--- src/hw/rtl/one_wire_master_with_temp_read_macros.svh ---
// ----------------------------------------------------------------------------
// One-wire master assertion macros
// Shared concurrent assertion forms. Each expects clk and rst in scope and
// is disabled while reset is high.
// ----------------------------------------------------------------------------
`ifndef ONE_WIRE_MASTER_WITH_TEMP_READ_MACROS_SVH
`define ONE_WIRE_MASTER_WITH_TEMP_READ_MACROS_SVH

`ifndef SYNTHESIS
`define OWM_ASSERT_ALWAYS(name, cond, msg) \
  name: assert property (@(posedge clk) disable iff (rst) (cond)) else $error(msg);
`define OWM_ASSERT_IMPLIES(name, ante, cons, msg) \
  name: assert property (@(posedge clk) disable iff (rst) (ante) |-> (cons)) else $error(msg);
`else
`define OWM_ASSERT_ALWAYS(name, cond, msg)
`define OWM_ASSERT_IMPLIES(name, ante, cons, msg)
`endif

`endif

--- src/hw/rtl/owm_pkg.sv ---
// ----------------------------------------------------------------------------
// One-wire master package
// Operation codes, channel payload types and the queue entry shared by the
// front end, the queue and the sequencing engine.
// ----------------------------------------------------------------------------
package owm_pkg;

  typedef enum logic [2:0] {
    OP_TICK       = 3'd0,
    OP_RESET      = 3'd1,
    OP_WRITE_BYTE = 3'd2,
    OP_READ_BYTE  = 3'd3,
    OP_WRITE_BIT  = 3'd4,
    OP_READ_BIT   = 3'd5,
    OP_CONVERT    = 3'd6,
    OP_READ_TEMP  = 3'd7
  } op_t;

  typedef struct packed {
    op_t        op;
    logic [7:0] data;
    logic       line_level;
  } in_item_t;

  typedef struct packed {
    logic               drive_low;
    logic               busy_res;
    logic               rejected;
    logic               done_res;
    logic               presence;
    logic [7:0]         read_value;
    logic signed [15:0] raw_temp;
    logic signed [18:0] temp_centi;
  } out_item_t;

  // Classified item as it waits for the engine.
  typedef struct packed {
    op_t        op;
    logic       is_cmd;
    logic       load_shift;
    logic [7:0] shift_init;
    logic       clear_presence;
    logic       line_level;
  } q_entry_t;

  localparam logic [7:0] TICKS_PER_US_RESET = 8'd16;
  localparam int         QUEUE_DEPTH        = 2;

endpackage

--- src/hw/rtl/owm_front.sv ---
// ----------------------------------------------------------------------------
// One-wire master front end
// Accepts input items and classifies them into queue entries: tick or
// command, the initial shift byte and whether a reset pulse opens the command.
// ----------------------------------------------------------------------------
module owm_front (
  input  logic               in_valid,
  output logic               in_ready,
  input  owm_pkg::in_item_t  in_item,
  output logic               push_valid,
  input  logic               push_ready,
  output owm_pkg::q_entry_t  push_entry
);

  assign in_ready   = push_ready;
  assign push_valid = in_valid;

  always_comb begin
    push_entry.op             = in_item.op;
    push_entry.is_cmd         = (in_item.op != owm_pkg::OP_TICK);
    push_entry.line_level     = in_item.line_level;
    push_entry.load_shift     = 1'b0;
    push_entry.shift_init     = '0;
    push_entry.clear_presence = 1'b0;
    unique case (in_item.op) inside
      owm_pkg::OP_WRITE_BYTE: begin
        push_entry.load_shift = 1'b1;
        push_entry.shift_init = in_item.data;
      end
      owm_pkg::OP_WRITE_BIT: begin
        push_entry.load_shift = 1'b1;
        push_entry.shift_init = {7'd0, in_item.data[0]};
      end
      owm_pkg::OP_READ_BYTE, owm_pkg::OP_READ_BIT: begin
        push_entry.load_shift = 1'b1;
      end
      owm_pkg::OP_RESET, owm_pkg::OP_CONVERT, owm_pkg::OP_READ_TEMP: begin
        push_entry.clear_presence = 1'b1;
      end
      default: begin
      end
    endcase
  end

endmodule

--- src/hw/rtl/owm_queue.sv ---
// ----------------------------------------------------------------------------
// One-wire master item queue
// Short FIFO between the front end and the engine so that each side can
// stall on its own.
// ----------------------------------------------------------------------------
`include "one_wire_master_with_temp_read_macros.svh"

module owm_queue #(
  parameter int DEPTH = owm_pkg::QUEUE_DEPTH
) (
  input  logic              clk,
  input  logic              rst,
  input  logic              push_valid,
  output logic              push_ready,
  input  owm_pkg::q_entry_t push_entry,
  output logic              pop_valid,
  input  logic              pop_ready,
  output owm_pkg::q_entry_t pop_entry
);

  localparam int PTR_W = $clog2(DEPTH);
  localparam int CNT_W = $clog2(DEPTH + 1);

  owm_pkg::q_entry_t slots [DEPTH];
  logic [PTR_W-1:0]  wr_ptr;
  logic [PTR_W-1:0]  rd_ptr;
  logic [CNT_W-1:0]  count;
  logic              do_push;
  logic              do_pop;

  assign push_ready = (count != CNT_W'(DEPTH));
  assign pop_valid  = (count != '0);
  assign pop_entry  = slots[rd_ptr];
  assign do_push    = push_valid && push_ready;
  assign do_pop     = pop_valid && pop_ready;

  always_ff @(posedge clk) begin
    if (rst) begin
      wr_ptr <= '0;
      rd_ptr <= '0;
      count  <= '0;
    end else begin
      if (do_push) begin
        wr_ptr <= (wr_ptr == PTR_W'(DEPTH - 1)) ? '0 : wr_ptr + 1'b1;
      end
      if (do_pop) begin
        rd_ptr <= (rd_ptr == PTR_W'(DEPTH - 1)) ? '0 : rd_ptr + 1'b1;
      end
      case ({do_push, do_pop})
        2'b10:   count <= count + 1'b1;
        2'b01:   count <= count - 1'b1;
        default: count <= count;
      endcase
    end
  end

  always_ff @(posedge clk) begin
    if (do_push) begin
      slots[wr_ptr] <= push_entry;
    end
  end

  `OWM_ASSERT_ALWAYS(a_count_bound, count <= CNT_W'(DEPTH), "queue count exceeds depth")
  `OWM_ASSERT_IMPLIES(a_empty_ptrs, count == '0, wr_ptr == rd_ptr, "empty queue with pointers apart")

endmodule

--- src/hw/rtl/owm_engine.sv ---
// ----------------------------------------------------------------------------
// One-wire master sequencing engine
// Runs the bus sequences: prescaler, slot timer, bit and step counters, the
// shift byte and presence detection. Each queue entry yields one result in
// the result register.
// ----------------------------------------------------------------------------
`include "one_wire_master_with_temp_read_macros.svh"

module owm_engine (
  input  logic               clk,
  input  logic               rst,
  input  logic               cfg_we,
  input  logic [7:0]         cfg_data,
  input  logic               pop_valid,
  output logic               pop_ready,
  input  owm_pkg::q_entry_t  pop_entry,
  output logic               res_valid,
  input  logic               res_ready,
  output owm_pkg::out_item_t res_item
);

  localparam logic [8:0] RESET_LOW_US    = 9'd480;
  localparam logic [8:0] RESET_SAMPLE_US = 9'd70;
  localparam logic [8:0] RESET_TAIL_US   = 9'd410;
  localparam logic [8:0] RESET_REL_US    = RESET_SAMPLE_US + RESET_TAIL_US;
  localparam logic [8:0] W1_LOW_US       = 9'd6;
  localparam logic [8:0] W1_REL_US       = 9'd64;
  localparam logic [8:0] W0_LOW_US       = 9'd60;
  localparam logic [8:0] W0_REL_US       = 9'd10;
  localparam logic [8:0] RD_LOW_US       = 9'd6;
  localparam logic [8:0] RD_SAMPLE_US    = 9'd9;
  localparam logic [8:0] RD_TAIL_US      = 9'd55;
  localparam logic [8:0] RD_REL_US       = RD_SAMPLE_US + RD_TAIL_US;
  localparam logic [7:0] ROM_SKIP        = 8'hCC;
  localparam logic [7:0] FN_CONVERT      = 8'h44;
  localparam logic [7:0] FN_READ_SCRATCH = 8'hBE;

  typedef enum logic [2:0] {
    K_RESET,
    K_WBYTE,
    K_RBYTE,
    K_WBIT,
    K_RBIT,
    K_NONE
  } kind_t;

  function automatic kind_t kind_of(owm_pkg::op_t cmd, logic [2:0] stp);
    kind_t k;
    k = K_NONE;
    unique case (cmd)
      owm_pkg::OP_RESET:      k = (stp == 3'd0) ? K_RESET : K_NONE;
      owm_pkg::OP_WRITE_BYTE: k = (stp == 3'd0) ? K_WBYTE : K_NONE;
      owm_pkg::OP_READ_BYTE:  k = (stp == 3'd0) ? K_RBYTE : K_NONE;
      owm_pkg::OP_WRITE_BIT:  k = (stp == 3'd0) ? K_WBIT : K_NONE;
      owm_pkg::OP_READ_BIT:   k = (stp == 3'd0) ? K_RBIT : K_NONE;
      owm_pkg::OP_CONVERT: begin
        if (stp == 3'd0) k = K_RESET;
        else if (stp <= 3'd2) k = K_WBYTE;
      end
      owm_pkg::OP_READ_TEMP: begin
        if (stp == 3'd0) k = K_RESET;
        else if (stp <= 3'd2) k = K_WBYTE;
        else if (stp <= 3'd4) k = K_RBYTE;
      end
      default: k = K_NONE;
    endcase
    return k;
  endfunction

  function automatic logic [8:0] low_len(kind_t k, logic b);
    logic [8:0] len;
    if (k == K_RESET) len = RESET_LOW_US;
    else if (k == K_WBYTE || k == K_WBIT) len = b ? W1_LOW_US : W0_LOW_US;
    else len = RD_LOW_US;
    return len;
  endfunction

  function automatic logic [8:0] rel_len(kind_t k, logic b);
    logic [8:0] len;
    if (k == K_RESET) len = RESET_REL_US;
    else if (k == K_WBYTE || k == K_WBIT) len = b ? W1_REL_US : W0_REL_US;
    else len = RD_REL_US;
    return len;
  endfunction

  // The command register holds OP_TICK while the bus is idle.
  owm_pkg::op_t cmd, cmd_next;
  logic       released, released_next;
  logic [8:0] slot_timer, slot_timer_next;
  logic [7:0] prescale, prescale_next;
  logic [7:0] shift_byte, shift_byte_next;
  logic [2:0] bit_index, bit_index_next;
  logic [2:0] step, step_next;
  logic [7:0] low_byte, low_byte_next;
  logic       presence, presence_next;
  logic       drive, drive_next;
  logic [7:0] ticks_per_us;

  owm_pkg::out_item_t res_next;
  kind_t      kind;
  kind_t      next_kind;
  logic [7:0] tpu;
  logic [8:0] pre_inc;
  logic [8:0] timer_inc;
  logic [2:0] step_inc;
  logic [2:0] bit_inc;
  logic       busy;
  logic       take;
  logic       step_done;

  assign busy      = (cmd != owm_pkg::OP_TICK);
  assign pop_ready = !res_valid || res_ready;
  assign take      = pop_valid && pop_ready;

  always_comb begin
    kind      = kind_of(cmd, step);
    step_inc  = step + 3'd1;
    next_kind = kind_of(cmd, step_inc);
    bit_inc   = bit_index + 3'd1;
    tpu       = (ticks_per_us == '0) ? 8'd1 : ticks_per_us;
    pre_inc   = {1'b0, prescale} + 9'd1;
    timer_inc = slot_timer + 9'd1;

    cmd_next        = cmd;
    released_next   = released;
    slot_timer_next = slot_timer;
    prescale_next   = prescale;
    shift_byte_next = shift_byte;
    bit_index_next  = bit_index;
    step_next       = step;
    low_byte_next   = low_byte;
    presence_next   = presence;
    drive_next      = drive;
    step_done       = 1'b0;
    res_next        = '0;

    if (take) begin
      if (pop_entry.is_cmd) begin
        if (busy) begin
          res_next.rejected = 1'b1;
        end else begin
          cmd_next        = pop_entry.op;
          released_next   = 1'b0;
          step_next       = '0;
          bit_index_next  = '0;
          slot_timer_next = '0;
          prescale_next   = '0;
          drive_next      = 1'b1;
          if (pop_entry.load_shift) shift_byte_next = pop_entry.shift_init;
          if (pop_entry.clear_presence) presence_next = 1'b0;
        end
      end else if (busy) begin
        if (pre_inc < {1'b0, tpu}) begin
          prescale_next = pre_inc[7:0];
        end else begin
          prescale_next   = '0;
          slot_timer_next = timer_inc;
          if (!released) begin
            if (timer_inc >= low_len(kind, shift_byte[0])) begin
              drive_next      = 1'b0;
              slot_timer_next = '0;
              released_next   = 1'b1;
            end
          end else begin
            // Presence pulse and read data are sampled at fixed points after release.
            if (kind == K_RESET && timer_inc == RESET_SAMPLE_US) begin
              presence_next = ~pop_entry.line_level;
            end
            if (timer_inc == RD_SAMPLE_US) begin
              if (kind == K_RBYTE) begin
                shift_byte_next = {pop_entry.line_level, shift_byte[7:1]};
              end else if (kind == K_RBIT) begin
                shift_byte_next = {7'd0, pop_entry.line_level};
              end
            end
            if (timer_inc >= rel_len(kind, shift_byte[0])) begin
              if (kind == K_WBYTE || kind == K_RBYTE) begin
                if (kind == K_WBYTE) shift_byte_next = {1'b0, shift_byte[7:1]};
                bit_index_next = bit_inc;
                if (bit_inc == '0) begin
                  step_done = 1'b1;
                end else begin
                  drive_next      = 1'b1;
                  slot_timer_next = '0;
                  released_next   = 1'b0;
                end
              end else begin
                step_done = 1'b1;
              end
            end
            if (step_done) begin
              if (cmd == owm_pkg::OP_READ_TEMP && step == 3'd3) begin
                low_byte_next = shift_byte_next;
              end
              if (next_kind == K_NONE) begin
                res_next.done_res = 1'b1;
                if (cmd == owm_pkg::OP_READ_BYTE || cmd == owm_pkg::OP_READ_BIT) begin
                  res_next.read_value = shift_byte_next;
                end
                if (cmd == owm_pkg::OP_READ_TEMP) begin
                  res_next.raw_temp = {shift_byte_next, low_byte_next};
                end
                cmd_next        = owm_pkg::OP_TICK;
                released_next   = 1'b0;
                step_next       = '0;
                slot_timer_next = '0;
                drive_next      = 1'b0;
              end else begin
                step_next       = step_inc;
                bit_index_next  = '0;
                drive_next      = 1'b1;
                slot_timer_next = '0;
                released_next   = 1'b0;
                if (next_kind == K_WBYTE) begin
                  if (step_inc == 3'd2) begin
                    shift_byte_next = (cmd == owm_pkg::OP_CONVERT) ? FN_CONVERT
                                                                    : FN_READ_SCRATCH;
                  end else begin
                    shift_byte_next = ROM_SKIP;
                  end
                end else if (next_kind == K_RBYTE || next_kind == K_RBIT) begin
                  shift_byte_next = '0;
                end
              end
            end
          end
        end
      end
    end

    res_next.drive_low = drive_next;
    res_next.busy_res  = (cmd_next != owm_pkg::OP_TICK);
    res_next.presence  = presence_next;
  end

  always_ff @(posedge clk) begin
    if (rst) begin
      cmd          <= owm_pkg::OP_TICK;
      released     <= 1'b0;
      slot_timer   <= '0;
      prescale     <= '0;
      shift_byte   <= '0;
      bit_index    <= '0;
      step         <= '0;
      low_byte     <= '0;
      presence     <= 1'b0;
      drive        <= 1'b0;
      ticks_per_us <= owm_pkg::TICKS_PER_US_RESET;
      res_valid    <= 1'b0;
    end else begin
      cmd        <= cmd_next;
      released   <= released_next;
      slot_timer <= slot_timer_next;
      prescale   <= prescale_next;
      shift_byte <= shift_byte_next;
      bit_index  <= bit_index_next;
      step       <= step_next;
      low_byte   <= low_byte_next;
      presence   <= presence_next;
      drive      <= drive_next;
      if (cfg_we) ticks_per_us <= cfg_data;
      if (pop_ready) res_valid <= pop_valid;
    end
  end

  always_ff @(posedge clk) begin
    if (take) begin
      res_item <= res_next;
    end
  end

  `OWM_ASSERT_IMPLIES(a_idle_released, !busy, !drive, "bus driven low while idle")
  `OWM_ASSERT_IMPLIES(a_reject_busy, res_valid && res_item.rejected, res_item.busy_res, "rejected command reported while idle")
  `OWM_ASSERT_IMPLIES(a_done_idle, res_valid && res_item.done_res, !res_item.busy_res && !res_item.drive_low, "finished command left the bus active")

endmodule

--- src/hw/rtl/owm_result.sv ---
// ----------------------------------------------------------------------------
// One-wire master result stage
// Scales the raw temperature to hundredths of a degree and holds the result
// for the output channel.
// ----------------------------------------------------------------------------
`include "one_wire_master_with_temp_read_macros.svh"

module owm_result (
  input  logic               clk,
  input  logic               rst,
  input  logic               res_valid,
  output logic               res_ready,
  input  owm_pkg::out_item_t res_item,
  output logic               out_valid,
  input  logic               out_ready,
  output owm_pkg::out_item_t out_item
);

  logic signed [20:0] raw_ext;
  logic signed [20:0] times25;
  logic signed [20:0] biased;
  logic signed [18:0] centi;
  owm_pkg::out_item_t scaled;

  // raw * 625 / 100 equals raw * 25 / 4; the bias makes the shift round toward zero.
  always_comb begin
    raw_ext = 21'(res_item.raw_temp);
    times25 = (raw_ext <<< 4) + (raw_ext <<< 3) + raw_ext;
    biased  = times25 + (times25[20] ? 21'sd3 : 21'sd0);
    centi   = 19'(biased >>> 2);
    scaled            = res_item;
    scaled.temp_centi = centi;
  end

  assign res_ready = !out_valid || out_ready;

  always_ff @(posedge clk) begin
    if (rst) begin
      out_valid <= 1'b0;
    end else if (res_ready) begin
      out_valid <= res_valid;
    end
  end

  always_ff @(posedge clk) begin
    if (res_valid && res_ready) begin
      out_item <= scaled;
    end
  end

  `OWM_ASSERT_IMPLIES(a_centi_sign, out_valid && out_item.raw_temp[15], out_item.temp_centi[18], "scaled temperature lost its sign")

endmodule

--- src/hw/rtl/one_wire_master_with_temp_read.sv ---
// ----------------------------------------------------------------------------
// One-wire bus master with temperature read
// Bus master that times reset, write and read slots from tick items and runs
// the skip-ROM convert and scratchpad read sequences.
// ----------------------------------------------------------------------------
// Every input item, tick or command, yields exactly one result transfer, and
// the block sustains one item per clock while the output is not stalled: the
// engine updates its prescaler, slot timer and shift state once per item it
// takes. An item is written into a queue slot at its input transfer, then
// passes to the engine result register and on to the scaling register, which
// holds the output result. The item queue decouples input from the engine,
// so while a result waits on the output the input still takes up to
// QUEUE_DEPTH + 1 further transfers: one into the engine result register and
// QUEUE_DEPTH into the queue. The configuration port is always ready;
// ticks_per_us should only be written while no command is running.
module one_wire_master_with_temp_read #(
  parameter int QUEUE_DEPTH = owm_pkg::QUEUE_DEPTH
) (
  input  logic               clk,
  input  logic               rst,
  input  logic               in_valid,
  output logic               in_ready,
  input  owm_pkg::in_item_t  in_item,
  output logic               out_valid,
  input  logic               out_ready,
  output owm_pkg::out_item_t out_item,
  input  logic               cfg_valid,
  output logic               cfg_ready,
  input  logic [7:0]         cfg_data
);

  logic               push_valid;
  logic               push_ready;
  owm_pkg::q_entry_t  push_entry;
  logic               pop_valid;
  logic               pop_ready;
  owm_pkg::q_entry_t  pop_entry;
  logic               res_valid;
  logic               res_ready;
  owm_pkg::out_item_t res_item;

  assign cfg_ready = 1'b1;

  owm_front u_front (
    .in_valid   (in_valid),
    .in_ready   (in_ready),
    .in_item    (in_item),
    .push_valid (push_valid),
    .push_ready (push_ready),
    .push_entry (push_entry)
  );

  owm_queue #(
    .DEPTH (QUEUE_DEPTH)
  ) u_queue (
    .clk        (clk),
    .rst        (rst),
    .push_valid (push_valid),
    .push_ready (push_ready),
    .push_entry (push_entry),
    .pop_valid  (pop_valid),
    .pop_ready  (pop_ready),
    .pop_entry  (pop_entry)
  );

  owm_engine u_engine (
    .clk       (clk),
    .rst       (rst),
    .cfg_we    (cfg_valid && cfg_ready),
    .cfg_data  (cfg_data),
    .pop_valid (pop_valid),
    .pop_ready (pop_ready),
    .pop_entry (pop_entry),
    .res_valid (res_valid),
    .res_ready (res_ready),
    .res_item  (res_item)
  );

  owm_result u_result (
    .clk       (clk),
    .rst       (rst),
    .res_valid (res_valid),
    .res_ready (res_ready),
    .res_item  (res_item),
    .out_valid (out_valid),
    .out_ready (out_ready),
    .out_item  (out_item)
  );

endmodule

--- config.mk ---
export PLATFORM = sky130hd
export DESIGN_NAME = one_wire_master_with_temp_read
export DESIGN_NICKNAME = d
export VERILOG_FILES = /design/src/hw/rtl/owm_pkg.sv /design/src/hw/rtl/owm_front.sv /design/src/hw/rtl/owm_queue.sv /design/src/hw/rtl/owm_engine.sv /design/src/hw/rtl/owm_result.sv /design/src/hw/rtl/one_wire_master_with_temp_read.sv
export VERILOG_INCLUDE_DIRS = /design/src /design/src/hw/rtl
export SDC_FILE = /design/constraint.sdc
export NUM_CORES = 1
export LEC_CHECK = 0
export BUFFER_PORTS_ARGS = -buffer_cell sky130_fd_sc_hd__buf_2
export CAP_MARGIN = 0
export CORE_MARGIN = 3
export CORE_UTILIZATION = 50
export DETAILED_ROUTE_END_ITERATION = 12
export HOLD_SLACK_MARGIN = 0.1
export PLACE_DENSITY = 0.66
export SLEW_MARGIN = 20
export SYNTH_ARGS = -nofsm -noshare
export SYNTH_HDL_FRONTEND = slang
export SYNTH_HIERARCHICAL = 1
export SYNTH_SLANG_ARGS = --single-unit
--- constraint.sdc ---
create_clock -name clk -period 5 [get_ports clk]
set_input_delay 0 -clock clk [delete_from_list [all_inputs] [get_ports clk]]
set_output_delay 0 -clock clk [all_outputs]
set_load 0.03 [all_outputs]
# Yosys cells after proc, flatten, opt, wreduce, memory -nomap -nowiden
# Memory sizes are Yosys's and may differ from the RTL's. A register that Yosys moved wholly into a read port is not among the register bits.
# Index checks and enable logic that the tools add are counted.
# word_totals
out_inout_bits,51
reg_bits,136
ram_bits,30
latch_bits,0
in_bits,25
n_memories,1
rom_bits,0
word_cells,272
# memory_table
memory,words,word_bits,rd,rd_clocked_by_memory_dff,wr,line,text
u_queue.slots,2,15,1,1,1,owm_queue.sv:24,owm_pkg::q_entry_t slots [DEPTH];
# op_classes
n_mux,144
n_bitwise,9
n_lt_le_gt_ge,7
shifts,0
mul,0
eq_ne,31
div,0
n_addsub,11
n_reduce_logical,38
# op_table
cell,n
two-way mux 9 bit,24
two-way mux 8 bit,24
two-way mux 3 bit,41
two-way mux 1 bit,48
one-hot mux 3 bit (7 select lines),2
== test 3 bit (second input constant),11
== test 3 x 2 -> 1 bit (second input constant),9
adder 20 x 19 -> 21 bit,1
adder 21 x 16 -> 21 bit,1
adder 21 bit,1
greater-or-equal comparator 9 bit,2
AND reduction 6 bit,3
one-hot mux 8 bit (2 select lines),1
OR reduction 7 bit,2
== test 3 x 1 -> 1 bit (second input constant),4
logical NOT 3 bit,4
nonzero test 2 bit,6
adder 8 x 1 -> 9 bit (second input constant),1
adder 9 x 1 -> 9 bit (second input constant),1
== test 9 x 4 -> 1 bit (second input constant),1
== test 9 x 7 -> 1 bit (second input constant),1
< comparator 9 x 8 -> 1 bit,1
inverter 1 bit,9
nonzero test 3 bit,3
23 further kinds,39

# Depth between registers and ports, before layout
# Gate-level depths: netlist of the first run.
# logic_depth
depth_word,28
mapped_depth,18
mapped_depth_nobuf,18

# Hierarchy
# The synthesis of the first run kept the hierarchy.
# modules_own_cells
module,n_inst,seq_area_each_um2,area_each_um2,cells_per_inst
owm_engine,1,1951.9,5208.7,593
owm_result,1,1461.4,2871.5,210
owm_queue,1,1001.0,1302.5,71
owm_front,1,0.0,140.1,20
one_wire_master_with_temp_read,1,0.0,11.3,2

# Least setup slack after synthesis of the first run
# Ideal clock, no wire load.
# synth_timing
path_kind,reg2reg
start,reg u_engine.step[0]
end,reg u_engine/res_item[19] (netlist name)
slack_ps,1451
arrival_time_ps,3403
required_time_ps,4854
n_path_buf,1
period_less_slack_ps,3549
setup_time_ps,146
path_stages_with_launch,18
path_cell_list,dfxtp_1 > inv_1 > ha_1 > nor2b_1 > a32oi_1 > o21ai_0 > nor2_1 > nand2_1 > ha_1 > nand2_1 > nor2_1 > o31ai_4 > a2bb2oi_2 > nand2_1 > nor3_2 > nand3_2 > buf_2 > a21oi_1
# synth_between
elab_chain_len,23
word_cells_on_any_way,64
cone_classes,add/sub (1); order compare (5); eq/ne (6); mux (43); bitwise (2); reduce/logical (7)
# synth_lines
item,line,text
from (decl),owm_engine.sv:93,"logic [2:0] step, step_next;"
from (signal assigned),owm_engine.sv:257,step <= step_next;
<= comparator 3 bit,owm_engine.sv:63,else if (stp <= 3'd4) k = K_RBYTE;
two-way mux 3 bit,owm_engine.sv:63,
two-way mux 3 bit,owm_engine.sv:62,else if (stp <= 3'd2) k = K_WBYTE;
two-way mux 3 bit,owm_engine.sv:61,if (stp == 3'd0) k = K_RESET;
one-hot mux 3 bit (7 select lines),owm_engine.sv:50,unique case (cmd)
== test 3 x 1 -> 1 bit / == test 3 x 2 -> 1 bit (equally long branches),"owm_engine.sv:81, owm_engine.sv:177, owm_engine.sv:178",
logical OR 1 bit,owm_engine.sv:81,else if (k == K_WBYTE || k == K_WBIT) len = b ? W1_REL_US : W0_REL_US;
two-way mux 9 bit,owm_engine.sv:81,
[7 not listed],--,
two-way mux 1 bit,owm_engine.sv:176,"if (timer_inc >= rel_len(kind, shift_byte[0])) begin"
two-way mux 1 bit,owm_engine.sv:158,if (!released) begin
two-way mux 1 bit,owm_engine.sv:153,"if (pre_inc < {1'b0, tpu}) begin"
two-way mux 1 bit,owm_engine.sv:152,end else if (busy) begin
two-way mux 1 bit,owm_engine.sv:138,if (pop_entry.is_cmd) begin
two-way mux 1 bit,owm_engine.sv:137,if (take) begin
inverter 1 bit (no source line),--,
OR reduction 7 bit (no source line),--,
# Several ways; a longest one is shown, not always the timed one. The select of a mux whose other input is x is not followed.
# A chain may end at the register's enable or synchronous reset.

# Worst setup path after layout of the first run
# layout_timing
start,reg u_engine.step[0]
end,reg u_engine/res_item[25] (netlist name)
# layout_between
elab_chain_len,23
word_cells_on_any_way,64
cone_classes,add/sub (1); order compare (5); eq/ne (6); mux (43); bitwise (2); reduce/logical (7)
# layout_lines
item,line
<= comparator 3 bit,owm_engine.sv:63
two-way mux 3 bit,owm_engine.sv:63
two-way mux 3 bit,owm_engine.sv:62
two-way mux 3 bit,owm_engine.sv:61
one-hot mux 3 bit (7 select lines),owm_engine.sv:50
== test 3 x 1 -> 1 bit / == test 3 x 2 -> 1 bit (equally long branches),"owm_engine.sv:81, owm_engine.sv:177, owm_engine.sv:178"
logical OR 1 bit,owm_engine.sv:81
two-way mux 9 bit,owm_engine.sv:81
[7 not listed],--
two-way mux 1 bit,owm_engine.sv:176
two-way mux 1 bit,owm_engine.sv:158
two-way mux 1 bit,owm_engine.sv:153
two-way mux 1 bit,owm_engine.sv:152
two-way mux 1 bit,owm_engine.sv:138
two-way mux 1 bit,owm_engine.sv:137
inverter 1 bit (no source line),--
OR reduction 7 bit (no source line),--
# Several ways; a longest one is shown, not always the timed one. The select of a mux whose other input is x is not followed.

==> flow_metrics.tcl, run 1 <==
set metrics [dict create \
    outcome "finished, final reports clean" \
    cp-end-kind "register" \
    min_path_type "in2reg" \
    area_delta_synth_final_pct 14.81 \
    grt_use_met2 0.3333 \
    setup_viol 0 \
    layout.nets 1054 \
    std_cell_rows 49 \
    fin_crit_sh 0.8785 \
    clkPwrFrac 0.180 \
    power.share.sequential 0.305 \
    power.leakage_uw 0.004159 \
    relSlewSlack 0.4023 \
    first_global_vias 6445 \
    startpoint "u_engine/step[0]" \
    first_pass_iters 5 \
    worstHoldStart "rst" \
    globalRoute.busiestLayer "met2" \
    antenna_found_initial 0 \
    skew_ns 0.01054 \
    power.internal_uw 4262 \
    wl_per_cell_um 15.67 \
    clock_sinks 167 \
    irDropWorstVdd_mv 0.3279 \
    use_met3 0.03416 \
    fin_setup_tns_ns 0 \
    clk_latency_ns 0.42 \
    antenna_left 0 \
    cts-buffers-inserted 17 \
    syn_nets 965 \
    holdPathStages 3 \
    rsz0062_at_grt "false" \
    routed_wl_mm 18.91 \
    start_util 0.5156 \
    crit_type "reg2reg" \
    synth_warnings 6 \
    coreArea_um2 18210 \
    die_x_um 143.0 \
    hold_viol 0 \
    clk_pin_slew_ns 0.07 \
    max_cap_viol_count 0 \
    worst_r2r_path_depth 16 \
    viasPerCell 5.626 \
    gp_congestion 0.8659 \
    cp.required_ns 5.24 \
    cts_tree "done" \
    nFillCells 1528 \
    htree_levels 4 \
    worstReg2RegStart "u_engine/step[0]" \
    clock.fmax_mhz 227.7 \
    pwr-share-comb 0.515 \
    tightest_slew_ns 0.8917 \
    dp_hpwl_mm 13.34 \
    clock-root-buffer "clkbuf_16" \
    die_y_um 143.0 \
    cp.arrival_ns 4.63 \
    syn_area_per_cell_um2 10.72 \
    postSynthCellCount 876 \
    num_vias 6791 \
    track_usage 0.1905 \
    total_power_uw 7306 \
    layout-drive-gt1-share 0.1748 \
    diodes 0 \
    fin_crit_ns 4.392 \
    drcViolationCount 0 \
    drt_iter0_markers 409 \
    switching_power_uw 3045 \
    synth_area_um2 9388 \
    io_pins 76 \
    drv_slew 0 \
    switching_share 0.4167 \
    worst_setup_path_start_kind "register" \
    power_density_nw_per_um2 677.9 \
    die_area_um2 20460 \
    postCtsSetupBuffers 0 \
    grt_max_degree 56 \
    grt_pass1_wl_mm 31.22 \
    cp_max_fo 16 \
    grt-ovfl-total 0 \
    portBuffers 74 \
    use_met1 0.2384 \
    utilization 0.5919 \
    clk_path_buf_depth 2 \
]
power groups by stage:
stage | registers, uW | logic (uW) | clock network [uW]
after global placement | 2260 | 3690 | 0
after floorplan | 2430 | 2860 | 0
after CTS | 2240 | 3780 | 1350
after global routing | 2280 | 4190 | 1410
after detailed placement | 2270 | 3730 | 0
final | 2230 | 3760 | 1310
flip-flops by register name, indices dropped and copies added, names as in the netlist, 8 cells and up, named ones only:
register / flops
u_engine/shift_byte: 8
u_engine/res_item: 29
u_queue/slots: 30
u_engine/ticks_per_us: 8
u_engine/prescale: 8
u_engine/slot_timer: 9
u_engine/low_byte: 8
u_result/out_item: 48
layout make-up:
cell class,instances,area (um^2),share of cell area
tap,229,286.5,0.02658
clock buffer,18,429.2,0.03982
clock inverter,14,160.2,0.01486
inverter,40,150.1,0.01393
sequential,167,4414,0.4096
multi-input combinational,628,4612,0.4279
timing repair buffer,111,725.7,0.06733
repair_timing:
action                    4_1_cts  5_1_grt
hold buffers                   31        0
resized for setup               0        0
hold endpoints to repair       42        0
metal layers:
metal,vias up,wire [um]
met4,0,366
li1,3387,-
met2,143,9471
met3,27,634
met1,3234,8438
met5,-,0
worst max-delay path, cell delays in order (launching register included):
cell       delay [ns]
dfxtp_1          0.45
inv_1            0.10
ha_1             0.23
nor4b_1          0.15
a32oi_1          0.18
o21ai_0          0.21
nor2_1           0.40
nand2_1          0.22
ha_1             0.34
nand2_1          0.09
nor2_1           0.20
o31ai_4          0.13
a2bb2oi_2        0.22
nand2_1          0.15
nor3_2           0.47
nand3_2          0.37
a211oi_1         0.29
cells in the final DEF (no fill, tap or decap), types with 23 or more instances in the layout:
cell / count
a21oi_1: 39
buf_2: 74
dfxtp_1: 60
dlygate4sd3_1: 31
edfxtp_1: 107
ha_1: 49
inv_1: 39
nand2_1: 47
nand3_1: 23
nor2_1: 102
o21ai_0: 24
xor2_1: 25
path summary, 6_finish.rpt:
kind	slack (ns)	end
setup reg to reg	0.61	u_engine/res_item[25]
hold reg to reg	0.43	u_result/out_item[43]
hold / removal	0.18	u_engine/prescale[0]
setup / recovery	0.61	u_engine/res_item[25]
through the flow:
| step | cell area, um^2 | cells | setup WS (ns) | hold slack (ns) |
|---|---|---|---|---|
| after floorplan | 9388 | 876 | 1.451 | 0.06907 |
| after global placement | 9878 | 1144 | 0.8458 | 0.1919 |
| after detailed placement | 9878 | 1144 | 0.6688 | 0.1942 |
| after CTS | 10780 | 1207 | 0.6171 | 0.1716 |
| after global routing | 10780 | 1207 | 0.1538 | 0.2041 |
| final | 10780 | 1207 | 0.6077 | 0.1824 |
Power figures use the tool's default switching activity.
==> run 2: changes to the inputs <==
--- a/config.mk
+++ b/config.mk
@@ -6,7 +6,7 @@
 export SDC_FILE = /design/constraint.sdc
 export NUM_CORES = 1
 export LEC_CHECK = 0
-export BUFFER_PORTS_ARGS = -buffer_cell sky130_fd_sc_hd__buf_2
+export BUFFER_PORTS_ARGS = -buffer_cell sky130_fd_sc_hd__clkbuf_2
 export CAP_MARGIN = 0
 export CORE_MARGIN = 3
 export CORE_UTILIZATION = 50
==> run 2 against run 1 <==
Compared with the run above:
- sequential cell count did not move
- sequential share of layout area fell by 0.067 points
- first-iteration DRC count fell by 7.1%
- clock skew fell by 0.00080 ns
- wire length fell by 0.27%
- highest routed layer unchanged
==> flow_metrics.tcl, run 2 (synthesized netlist as in run 1, its figures left out) <==
set metrics [dict create \
    outcome "finished, final reports clean" \
    final_cell_mix "edfxtp_1, nor2_1, clkbuf_2, dfxtp_1, ha_1" \
    clk_latency_ns 0.42 \
    crit_top_cell "nand2_1" \
    portBuffers 74 \
    min_path_type "in2reg" \
    relSlewSlack 0.4897 \
    setup_viol 0 \
    fin_setup_tns_ns 0 \
    top_register "u_result/out_item" \
    gp_congestion 0.8527 \
    cts-buffers-inserted 17 \
    num_vias 6733 \
    first_pass_iters 5 \
    critical_path.cell_chain "inv_1 -> ha_1 -> nor2b_1 -> a32oi_1 -> o21ai_0 -> nor2_1 -> nand2_1 -> ha_1 -> nand2_1 -> nor2_1 -> o31ai_4 -> a2bb2oi_2 -> nand2_1 -> nor3_2 -> nand3_2 -> a211oi_1" \
    antenna_found_initial 0 \
    htree_levels 4 \
    fin_crit_sh 0.8771 \
    cp.arrival_ns 4.62 \
    die_x_um 143.0 \
    first_global_vias 6532 \
    hold_viol 0 \
    drcViolationCount 0 \
    wl_per_cell_um 15.61 \
    cp-end-kind "register" \
    cts_resized 0 \
    viasPerCell 5.574 \
    cp_max_fo 16 \
    reg.largest.list "u_result/out_item x48, u_queue/slots x30, u_engine/res_item x29" \
    clk_pin_slew_ns 0.07 \
    antenna_left 0 \
    clock.fmax_mhz 228.0 \
    area_delta_synth_final_pct 14.99 \
    drt_iter0_markers 380 \
    rsz0062_at_grt "false" \
    power_density_nw_per_um2 678.9 \
    dp_hpwl_mm 13.46 \
    layout-drive-gt1-share 0.1757 \
    track_usage 0.1939 \
    io_pins 76 \
    std_cell_rows 49 \
    clk_path_buf_depth 2 \
    final_common_cell "edfxtp_1" \
    start_util 0.5156 \
    drv_slew 0 \
    routed_wl_mm 18.86 \
    tightest_slew_ns 0.7655 \
    die_area_um2 20460 \
    layout.nets 1055 \
    grt_pass1_wl_mm 31.77 \
    power.leakage_uw 0.004187 \
    max_stage_delay_ns 0.47 \
    clock-root-buffer "clkbuf_16" \
    skew_ns 0.009739 \
    grt_max_degree 56 \
    cp.required_ns 5.24 \
    grt-ovfl-total 0 \
    fin_crit_ns 4.386 \
    place_ws_ns 0.6554 \
    crit_type "reg2reg" \
    worst_setup_path_start_kind "register" \
    postCtsSetupBuffers 0 \
    cts_tree "done" \
    coreArea_um2 18210 \
    max_cap_viol_count 0 \
    die_y_um 143.0 \
    slowest_stage "nor3_2" \
    clock_sinks 167 \
    irDropWorstVdd_mv 0.3376 \
    largest_reg_flops 48 \
    worst_slack_ns 0.6144 \
    diodes 0 \
]
-- run 2: cell types whose count changed in the layout (fill, tap and decap cells not counted) --
cell and change:
clkinv_4 +1, clkinvlp_4 -1, buf_4 +1, clkbuf_8 +1, clkbuf_2 +74, clkinv_2 -1, buf_2 -74
-- run 2: layer usage --
| metal | vias to the layer above | global-route usage | wire length (um) |
|---|---|---|---|
| li1 | 3391 | - | - |
| met1 | 3199 | 0.2473 | 8535 |
| met2 | 122 | 0.3314 | 9397 |
| met3 | 21 | 0.04186 | 646 |
| met4 | 0 | 0.05953 | 281 |
| met5 | - | 0 | 0 |
-- run 2: report_power, final --
part           internal [uW]  switching, uW  total, uW
logic                   1510           2260       3770
registers               2000            234       2240
clock network            765            561       1330
-- run 2: worst max-delay path: cells and delay by family, from the launching register on --
family	cells	cell delay, ns
flip-flops	1	0.45
adder cells (fa/ha/maj)	2	0.56
AO/OA/AOI/OAI	5	1.05
buffers and inverters	1	0.10
AND/OR/NAND/NOR	8	2.02
-- run 2: what timing repair did --
item,in CTS,in global routing
endpoints found under the hold margin,42,0
hold buffers,31,0
setup endpoints to repair,0,0
-- run 2: metrics by stage --
stage | power (uW) | instances | area (um^2) | hold WS (ns) | utilization
floorplan | 5292 | 876 | 9388 | 0.06907 | -
global placement | 5956 | 1145 | 9886 | 0.1930 | 0.5429
detailed placement | 6002 | 1145 | 9886 | 0.1965 | 0.5429
CTS | 7379 | 1208 | 10800 | 0.1506 | 0.5929
global route | 7926 | 1208 | 10800 | 0.1869 | 0.5929
finish | 7329 | 1208 | 10800 | 0.1648 | 0.5929
-- run 2: area by class of cell --
type	instances	area, um^2
fillers	1573	7413
multi-input cells	628	4612
flip-flops and latches	167	4414
repair buffers	112	733.2
clock buffers	19	442.9
well taps	229	286.5
clock inverters	13	156.4
inverters	40	150.1
-- run 2: path summary, 6_finish.rpt --
path                                       startpoint                     to  slack (ns)  cells after the start
worst max-delay path                 u_engine/step[0]  u_engine/res_item[21]        0.61                     16
worst min-delay path                              rst   u_engine/prescale[0]        0.16                      3
worst max register to register       u_engine/step[0]  u_engine/res_item[21]        0.61                     16
worst min register to register  u_engine/res_item[47]  u_result/out_item[47]        0.42                      0
